File: src/rtl/qrr_pkg.sv
// ----------------------------------------------------------------------------
// qrr_pkg: shared types and constants for the quota round-robin drain
// packet and result layouts, tag codes and the queue entry between front and back
// ----------------------------------------------------------------------------
package qrr_pkg;

	localparam int ADDR_W     = 24;
	localparam int DATA_W     = 64;
	localparam int QCNT_W     = 7;
	localparam int PART_W     = 14;
	localparam int NUM_SRC    = 3;
	localparam int QUEUE_DEPTH = 2;
	localparam int QPTR_W     = 1;
	localparam int QCNT_FILL_W = 2;

	localparam logic [1:0] SRC_LAST = 2'd2;
	localparam logic [NUM_SRC-1:0] ALL_FINISHED = 3'b111;

	typedef enum logic [1:0] {
		TAG_DATA = 2'd0,
		TAG_SOD  = 2'd1,
		TAG_EOD  = 2'd2,
		TAG_EOS  = 2'd3
	} tag_t;

	typedef struct packed {
		logic [1:0]        packet_tag;
		logic [DATA_W-1:0] packet_payload;
	} packet_t;

	typedef struct packed {
		logic              write_enable;
		logic [ADDR_W-1:0] write_address;
		logic [DATA_W-1:0] write_data;
		logic [1:0]        next_source;
		logic              all_done;
	} result_t;

	// classified item waiting for the back end
	typedef struct packed {
		logic              write_enable;
		logic [ADDR_W-1:0] write_count;
		logic [DATA_W-1:0] write_data;
		logic [1:0]        next_source;
		logic              all_done;
	} entry_t;

endpackage

File: src/rtl/qrr_front.sv
// ----------------------------------------------------------------------------
// qrr_front: packet intake and source arbitration
// keeps the round-robin state, classifies each packet and emits a queue entry
// ----------------------------------------------------------------------------
module qrr_front #(
	parameter int QUOTA_SOURCE0 = 4,
	parameter int QUOTA_SOURCE1 = 4,
	parameter int QUOTA_SOURCE2 = 4
) (
	input  logic            clk,
	input  logic            arst_n,
	input  logic            accept,
	input  qrr_pkg::packet_t packet,
	output qrr_pkg::entry_t  entry
);
	import qrr_pkg::*;

	logic [1:0]         src_q, src_n;
	logic [QCNT_W-1:0]  quota_cnt_q, quota_cnt_n;
	logic [NUM_SRC-1:0] finished_q, finished_n;
	logic [ADDR_W-1:0]  written_q, written_n;
	logic               is_data;

	function automatic logic [QCNT_W-1:0] quota_of(input logic [1:0] src);
		logic [QCNT_W-1:0] q;
		case (src)
			2'd0:    q = QCNT_W'(QUOTA_SOURCE0);
			2'd1:    q = QCNT_W'(QUOTA_SOURCE1);
			default: q = QCNT_W'(QUOTA_SOURCE2);
		endcase
		return q;
	endfunction

	always_comb begin
		src_n       = src_q;
		quota_cnt_n = quota_cnt_q;
		finished_n  = finished_q;
		written_n   = written_q;
		is_data     = 1'b0;
		if (finished_q != ALL_FINISHED) begin
			if (packet.packet_tag == TAG_EOS) begin
				finished_n[src_q] = 1'b1;
			end else if (packet.packet_tag == TAG_DATA) begin
				is_data   = 1'b1;
				written_n = written_q + ADDR_W'(1);
			end
			quota_cnt_n = quota_cnt_q + QCNT_W'(1);
			// advance past exhausted or finished sources, at most one full lap
			for (int m = 0; m < NUM_SRC; m++) begin
				if (finished_n != ALL_FINISHED &&
				    (finished_n[src_n] || quota_cnt_n >= quota_of(src_n))) begin
					src_n       = (src_n == SRC_LAST) ? 2'd0 : src_n + 2'd1;
					quota_cnt_n = '0;
				end
			end
		end
		entry.write_enable = is_data;
		entry.write_count  = written_q;
		entry.write_data   = is_data ? packet.packet_payload : '0;
		entry.next_source  = src_n;
		entry.all_done     = (finished_n == ALL_FINISHED);
	end

	always_ff @(posedge clk or negedge arst_n) begin
		if (!arst_n) begin
			src_q       <= '0;
			quota_cnt_q <= '0;
			finished_q  <= '0;
			written_q   <= '0;
		end else if (accept) begin
			src_q       <= src_n;
			quota_cnt_q <= quota_cnt_n;
			finished_q  <= finished_n;
			written_q   <= written_n;
		end
	end

endmodule

File: src/rtl/qrr_queue.sv
// ----------------------------------------------------------------------------
// qrr_queue: short queue between front and back
// two entries, so each side can stall without holding the other
// ----------------------------------------------------------------------------
module qrr_queue (
	input  logic            clk,
	input  logic            arst_n,
	input  logic            wr_en,
	input  qrr_pkg::entry_t wr_entry,
	output logic            full,
	input  logic            rd_en,
	output logic            rd_valid,
	output qrr_pkg::entry_t rd_entry
);
	import qrr_pkg::*;

	entry_t                 mem [QUEUE_DEPTH];
	logic [QPTR_W-1:0]      wr_ptr_q, rd_ptr_q;
	logic [QCNT_FILL_W-1:0] fill_q;

	assign full     = (fill_q == QCNT_FILL_W'(QUEUE_DEPTH));
	assign rd_valid = (fill_q != '0);
	assign rd_entry = mem[rd_ptr_q];

	always_ff @(posedge clk) begin
		if (wr_en) begin
			mem[wr_ptr_q] <= wr_entry;
		end
	end

	always_ff @(posedge clk or negedge arst_n) begin
		if (!arst_n) begin
			wr_ptr_q <= '0;
			rd_ptr_q <= '0;
			fill_q   <= '0;
		end else begin
			if (wr_en) wr_ptr_q <= wr_ptr_q + QPTR_W'(1);
			if (rd_en) rd_ptr_q <= rd_ptr_q + QPTR_W'(1);
			case ({wr_en, rd_en})
				2'b10:   fill_q <= fill_q + QCNT_FILL_W'(1);
				2'b01:   fill_q <= fill_q - QCNT_FILL_W'(1);
				default: fill_q <= fill_q;
			endcase
		end
	end

endmodule

File: src/rtl/qrr_back.sv
// ----------------------------------------------------------------------------
// qrr_back: address generation and result register
// holds the block base, forms the write address and presents the result
// ----------------------------------------------------------------------------
module qrr_back #(
	parameter int PACKETS_PER_BLOCK = 1024
) (
	input  logic                          clk,
	input  logic                          arst_n,
	input  logic                          cfg_valid,
	input  logic [qrr_pkg::PART_W-1:0]    cfg_data,
	input  logic                          q_valid,
	input  qrr_pkg::entry_t               q_entry,
	output logic                          q_take,
	output logic                          empty,
	input  logic                          pop,
	output qrr_pkg::result_t              result
);
	import qrr_pkg::*;

	localparam int PROD_W = PART_W + $clog2(PACKETS_PER_BLOCK + 1);

	logic [PROD_W-1:0] base_prod;
	logic [ADDR_W-1:0] base_q;
	logic              valid_q;
	result_t           result_q;

	// user changes base only while idle, unenforced; formed once per write
	assign base_prod = PROD_W'(cfg_data) * PROD_W'(PACKETS_PER_BLOCK);

	always_ff @(posedge clk or negedge arst_n) begin
		if (!arst_n) begin
			base_q <= '0;
		end else if (cfg_valid) begin
			base_q <= base_prod[ADDR_W-1:0];
		end
	end

	assign q_take = q_valid && (!valid_q || pop);
	assign empty  = !valid_q;
	assign result = result_q;

	always_ff @(posedge clk or negedge arst_n) begin
		if (!arst_n) begin
			valid_q <= 1'b0;
		end else if (q_take) begin
			valid_q <= 1'b1;
		end else if (pop) begin
			valid_q <= 1'b0;
		end
	end

	always_ff @(posedge clk) begin
		if (q_take) begin
			result_q.write_enable  <= q_entry.write_enable;
			result_q.write_address <= q_entry.write_enable ?
			                          base_q + q_entry.write_count : '0;
			result_q.write_data    <= q_entry.write_data;
			result_q.next_source   <= q_entry.next_source;
			result_q.all_done      <= q_entry.all_done;
		end
	end

endmodule

File: src/rtl/quota_round_robin_result_drain_unit.sv
// ----------------------------------------------------------------------------
// quota_round_robin_result_drain_unit: weighted round-robin drain of three
// result streams into one sequential memory write stream
// ----------------------------------------------------------------------------
//  channel  | handshake             | payload
//  ---------+-----------------------+------------------------------------------
//  packet   | push / full           | packet_t: packet_tag, packet_payload
//  result   | pop / empty           | result_t: write_enable, write_address,
//           |                       |           write_data, next_source, all_done
//  config   | cfg_valid / cfg_ready | cfg_data: partition_index (14 bits)
//
// one item per cycle sustained in and out while the reader keeps popping; an item
// is written to the queue when accepted and moves to the result register when taken
// the arbitration update (quota count, source advance) is combinational logic
// in the front end, the address add sits in the back end result register
// reset clears source state, write count, block base, queue and result valid
// full rises only when the two-entry queue and the result register are all
// occupied, so a stalled reader costs nothing until three items pile up
// ----------------------------------------------------------------------------
module quota_round_robin_result_drain_unit #(
	parameter int QUOTA_SOURCE0     = 4,
	parameter int QUOTA_SOURCE1     = 4,
	parameter int QUOTA_SOURCE2     = 4,
	parameter int PACKETS_PER_BLOCK = 1024
) (
	input  logic                       clk,
	input  logic                       arst_n,
	// packet intake
	input  logic                       push,
	output logic                       full,
	input  qrr_pkg::packet_t           packet,
	// result drain
	output logic                       empty,
	input  logic                       pop,
	output qrr_pkg::result_t           result,
	// partition index register
	input  logic                       cfg_valid,
	output logic                       cfg_ready,
	input  logic [qrr_pkg::PART_W-1:0] cfg_data
);
	import qrr_pkg::*;

	logic   accept;
	entry_t front_entry;
	logic   q_valid;
	logic   q_take;
	entry_t q_entry;

	// config is always taken at once
	assign cfg_ready = 1'b1;

	// an item enters whenever the queue has room
	assign accept = push && !full;

	// front: arbitration state and classification
	qrr_front #(
		.QUOTA_SOURCE0(QUOTA_SOURCE0),
		.QUOTA_SOURCE1(QUOTA_SOURCE1),
		.QUOTA_SOURCE2(QUOTA_SOURCE2)
	) u_front (
		.clk    (clk),
		.arst_n (arst_n),
		.accept (accept),
		.packet (packet),
		.entry  (front_entry)
	);

	// decoupling queue
	qrr_queue u_queue (
		.clk      (clk),
		.arst_n   (arst_n),
		.wr_en    (accept),
		.wr_entry (front_entry),
		.full     (full),
		.rd_en    (q_take),
		.rd_valid (q_valid),
		.rd_entry (q_entry)
	);

	// back: address generation and result register
	qrr_back #(
		.PACKETS_PER_BLOCK(PACKETS_PER_BLOCK)
	) u_back (
		.clk       (clk),
		.arst_n    (arst_n),
		.cfg_valid (cfg_valid),
		.cfg_data  (cfg_data),
		.q_valid   (q_valid),
		.q_entry   (q_entry),
		.q_take    (q_take),
		.empty     (empty),
		.pop       (pop),
		.result    (result)
	);

endmodule
File: config.mk
export PLATFORM = sky130hd
export DESIGN_NAME = quota_round_robin_result_drain_unit
export DESIGN_NICKNAME = d
export VERILOG_FILES = /design/src/rtl/qrr_pkg.sv /design/src/rtl/qrr_front.sv /design/src/rtl/qrr_queue.sv /design/src/rtl/qrr_back.sv /design/src/rtl/quota_round_robin_result_drain_unit.sv
export SDC_FILE = /design/constraint.sdc
export NUM_CORES = 1
export LEC_CHECK = 0
export ABC_AREA = 1
export BUFFER_PORTS_ARGS = -buffer_cell sky130_fd_sc_hd__buf_4
export CAP_MARGIN = 25
export CELL_PAD_IN_SITES_DETAIL_PLACEMENT = 1
export CELL_PAD_IN_SITES_GLOBAL_PLACEMENT = 1
export CORE_MARGIN = 10
export CORE_UTILIZATION = 45
export CTS_CLUSTER_DIAMETER = 150
export DETAILED_ROUTE_END_ITERATION = 10
export PLACE_DENSITY = 0.84
export SLEW_MARGIN = 15
export SYNTH_ARGS = -nofsm -noshare
export SYNTH_HDL_FRONTEND = slang
export SYNTH_HIERARCHICAL = 1
export SYNTH_SLANG_ARGS = --single-unit
File: constraint.sdc
create_clock -name clk -period 12.65 [get_ports clk]
set_clock_uncertainty 0.05 [all_clocks]
set_input_delay 1.265 -clock clk [delete_from_list [all_inputs] [get_ports clk]]
set_output_delay 1.265 -clock clk [all_outputs]
set_load 0.01 [all_outputs]
==> metrics.md <==
| Metric | Value |
|---|---|
| Status | `finished, final reports clean` |
| Least-Margin Pin Slew | `0.821 ns` |
| Sequential cell fraction of total power | `0.436` |
| CP endpoint | `u_front/written_q[23]` |
| Antenna Nets Post-Route | `0` |
| Critical Path Fanout Max | `66` |
| Diode count | `0` |
| Leak | `0.00755 µW` |
| Final TNS setup | `0 ns` |
| Leading area contributor after synthesis | `edfxtp_1` |
| # Post-CTS Setup Buffers | `0` |
| Pwr dens | `241 nW/µm²` |
| Final setup fails | `0` |
| Max-Cap Viols | `0` |
| Post-Synth Adder-Cell Area | `0.0159` |
| Global route total overflow | `0` |
| Logic pwr share | `0.315` |
| Fin. max-slew vios | `0` |
| Clk pwr share | `0.249` |
| Compound-Gate Fraction of Synth Area | `0.0487` |
| HPWL after DPL | `22,800 µm` |
| Depth of the worst register-to-register path | `16` |
| Port buffer count | `178` |
| Core Util, Final | `0.551` |
| WL final | `33,600 µm` |
| FF-to-FF setup slack | `9.46 ns` |
| DR DRC count | `0` |
| 1st-iter DRT viols | `466` |
| Net Sw Power | `1390 µW` |
| Clock transition at the registers of the reported paths | `0.06 ns` |
| Global placer's final weighted congestion | `0.802` |
| Vias per cell | `4.91` |
| Final Critical Period | `3.61 ns` |
| Total core area | `30,500 µm²` |
| Gate Count Post-Synth | `1,214` |
| Non-filler cells, final | `1,830` |
| Fill cell count | `3,215` |
| Xor-xnor portion of the synthesized cell area | `0.0158` |
| Hold Violations, Final | `0` |
| Critical path arrival | `3.95 ns` |
| Achievable frequency | `277 MHz` |
| Largest net degree at the start of global routing | `116` |
| CP Depth | `17` |
| Yosys cell types | `39` |
| P_int | `2660 µW` |
| Critical Path RT | `12.99 ns` |
| Synthesized area per cell | `11.4 µm²` |
| Peak per-stage delay on the critical path | `0.33 ns` |
| Drt wl/cell | `18.4 µm` |
| Peak supply drop | `129 µV` |
| Top_reg_cell synth | `edfxtp_1` |
| CP Buf/Inv Count | `3` |
| Worst r2r dst | `u_front/written_q[23]` |
| Synth Register Bits | `331` |
| Worst Setup SP | `packet[65]` |
| Mapped Area | `13,900 µm²` |
| Sequential area share after synthesis | `0.697` |
| Layout Nets | `1,509` |
| Die W | `196 µm` |
| Synth top area cells | `edfxtp_1 60%, dfrtp_1 9.9%, inv_1 6.5%, nand2_1 6.2%, o21ai_0 3.9%` |
| Share of cells above drive strength 1 | `0.215` |
| Slew margin rel. | `0.453` |
| Setup CP Type | `in -> reg` |
| Initial Util | `0.455` |
| Placed Cells | `1,761` |
| Root buffer cell | `clkbuf_16` |
| Post-synth top area share | `0.597` |
| Post-CTS resize count | `0` |
| Row Count | `64` |
| Die footprint | `38,300 µm²` |
| Largest family of logic cells by synthesized area | `simple AND/OR/NAND/NOR gates` |
| Reg-to-reg startpoint | `u_front/finished_q[2]` |
| Vias | `8,991` |
| P&R area growth vs syn | `21.1%` |
| IO Count | `180` |
| CTS tree | `done` |
| Mapped Nets | `1,316` |
| Initial antenna violation count | `0` |
| Count leader, synth | `edfxtp_1` |
| Cell breakdown of the critical path | `buf_4 > nor2_1 > nand2_2 > buf_4 > nor2_4 > inv_2 > nor2_4 > nand4_1 > nor2_2 > nand4_2 > nor2_2 > nand4_2 > nor3_2 > nand4_1 > nor2_1 > nand2_1 > xnor2_1` |
| Vias in the first global route | `9,960` |
| Endpoint class of the critical path | `register` |
| Synth Area in Simple Gates | `0.130` |
| Hold_buf cts | `0` |
| H-tree Lvls | `2` |
| Clock Sinks | `331` |
| Longest Clk Path Bufs | `3` |
| Die height | `196 µm` |
| Critical path's top delay family | `simple AND/OR/NAND/NOR gates` |
| Fraction of synthesis flops using an asynchronous set or reset pin | `0.166` |
| Clk_lat worst skew | `0.52 ns` |
| Crit start category | `primary input` |
| RSZ-0062 raised after global routing | `no` |
| EDFF count, synth | `276` |
| GRT Total Usage | `0.170` |
| 1st-pass router iterations | `4` |
| Worst min path class | `reg -> reg` |
| Switching portion of total power | `0.343` |
| Synth warn | `6` |
| Num CTS Buffers | `37` |
| Tcrit/Tclk final | `0.285` |
| Total power | `4060 µW` |
| Mux share of post-synthesis cell area | `0.0106` |
| First-pass GRT wire length | `52,700 µm` |
| Crit-path slowest cell | `buf_4` |
| Post-synth top cells | `276 x edfxtp_1, 240 x inv_1, 230 x nand2_1` |
power by group through the flow:
stage          sequential (µW)  clock [µW]  combinational (µW)
2_1_floorplan             1840           0                 691
3_3_place_gp              1810           0                1150
3_5_place_dp              1830           0                1230
4_1_cts                   1810        1030                1240
5_1_grt                   1800        1080                1430
6_report                  1770        1010                1280
worst min-delay path by stage:
stage / from / end / slack (ns) / depth (start not counted)
4_1_cts: u_front/written_q[11] / u_queue/mem[0][78] / 0.41 / 0
5_1_grt: u_front/written_q[11] / u_queue/mem[0][78] / 0.44 / 0
6_report: u_front/written_q[11] / u_queue/mem[0][78] / 0.43 / 0
2_1_floorplan: u_queue/fill_q[1] / u_queue/fill_q[1] / 0.39 / 2
3_3_place_gp: u_queue/fill_q[1] / u_queue/fill_q[1] / 0.41 / 2
3_5_place_dp: u_front/written_q[11] / u_queue/mem[0][78] / 0.42 / 0
cells in the final DEF (no fill, tap or decap), types with 13 or more instances in the layout:
cell type | Yosys | final
nand2_2 | 15 | 16
ha_1 | 16 | 16
edfxtp_1 | 276 | 276
o21ai_0 | 107 | 106
a21oi_1 | 15 | 15
nand3_1 | 28 | 28
inv_1 | 240 | 239
dfrtp_1 | 55 | 54
mux2_2 | 13 | 13
nor2_1 | 102 | 100
nand2_1 | 230 | 229
xnor2_1 | 13 | 13
clkbuf_16 | 0 | 38
buf_4 | 14 | 185
logic make-up (layout without fill, tap and decap cells):
group	count (synthesis)	in the layout
buf+inv	283	503
other cells	1	1
fa+ha+maj	17	17
flops	331	331
simple gates	414	414
compound gates	130	130
xor+xnor	25	25
mux	13	13
cell type report:
class                   count  area (µm²)  area share
clock buffers              50        1010      0.0599
clock inverters            16         139     0.00826
inverters                 249         937      0.0558
multi-input cells         600        3090       0.184
flip-flops and latches    331        9670       0.575
well taps                 396         495      0.0295
repair buffers            188        1470      0.0875
stage by stage:
| stage | hold WS (ns) | cell area [µm²] | setup WS, ns |
|---|---|---|---|
| floorplan | 0.392 | 13900 | 6.22 |
| global route | 0.437 | 16800 | 8.75 |
| global placement | 0.406 | 15600 | 8.78 |
| finish | 0.431 | 16800 | 9.04 |
| detailed placement | 0.419 | 15600 | 8.62 |
| CTS | 0.413 | 16700 | 9.04 |
per-layer routing:
metal  global-route usage  part of all wire  vias to the layer above
met1                0.197              0.40                     4438
met3               0.0325             0.046                       54
met4               0.0492             0.021                        0
li1                     -                 -                     4303
met2                0.312              0.53                      196
met5                    0                 0                        -
registers in the layout (all words and copies together) (netlist names):
name	flops
u_queue/rd_ptr_q	1
u_back/result	92
u_back/base_q	14
u_front/finished_q	3
u_front/written_q	24
u_back/valid_q	1
u_front/quota_cnt_q	7
u_queue/wr_ptr_q	1
u_front/src_q	2
u_queue/mem	184
u_queue/fill_q	2
(Power assumes the default switching activity.)
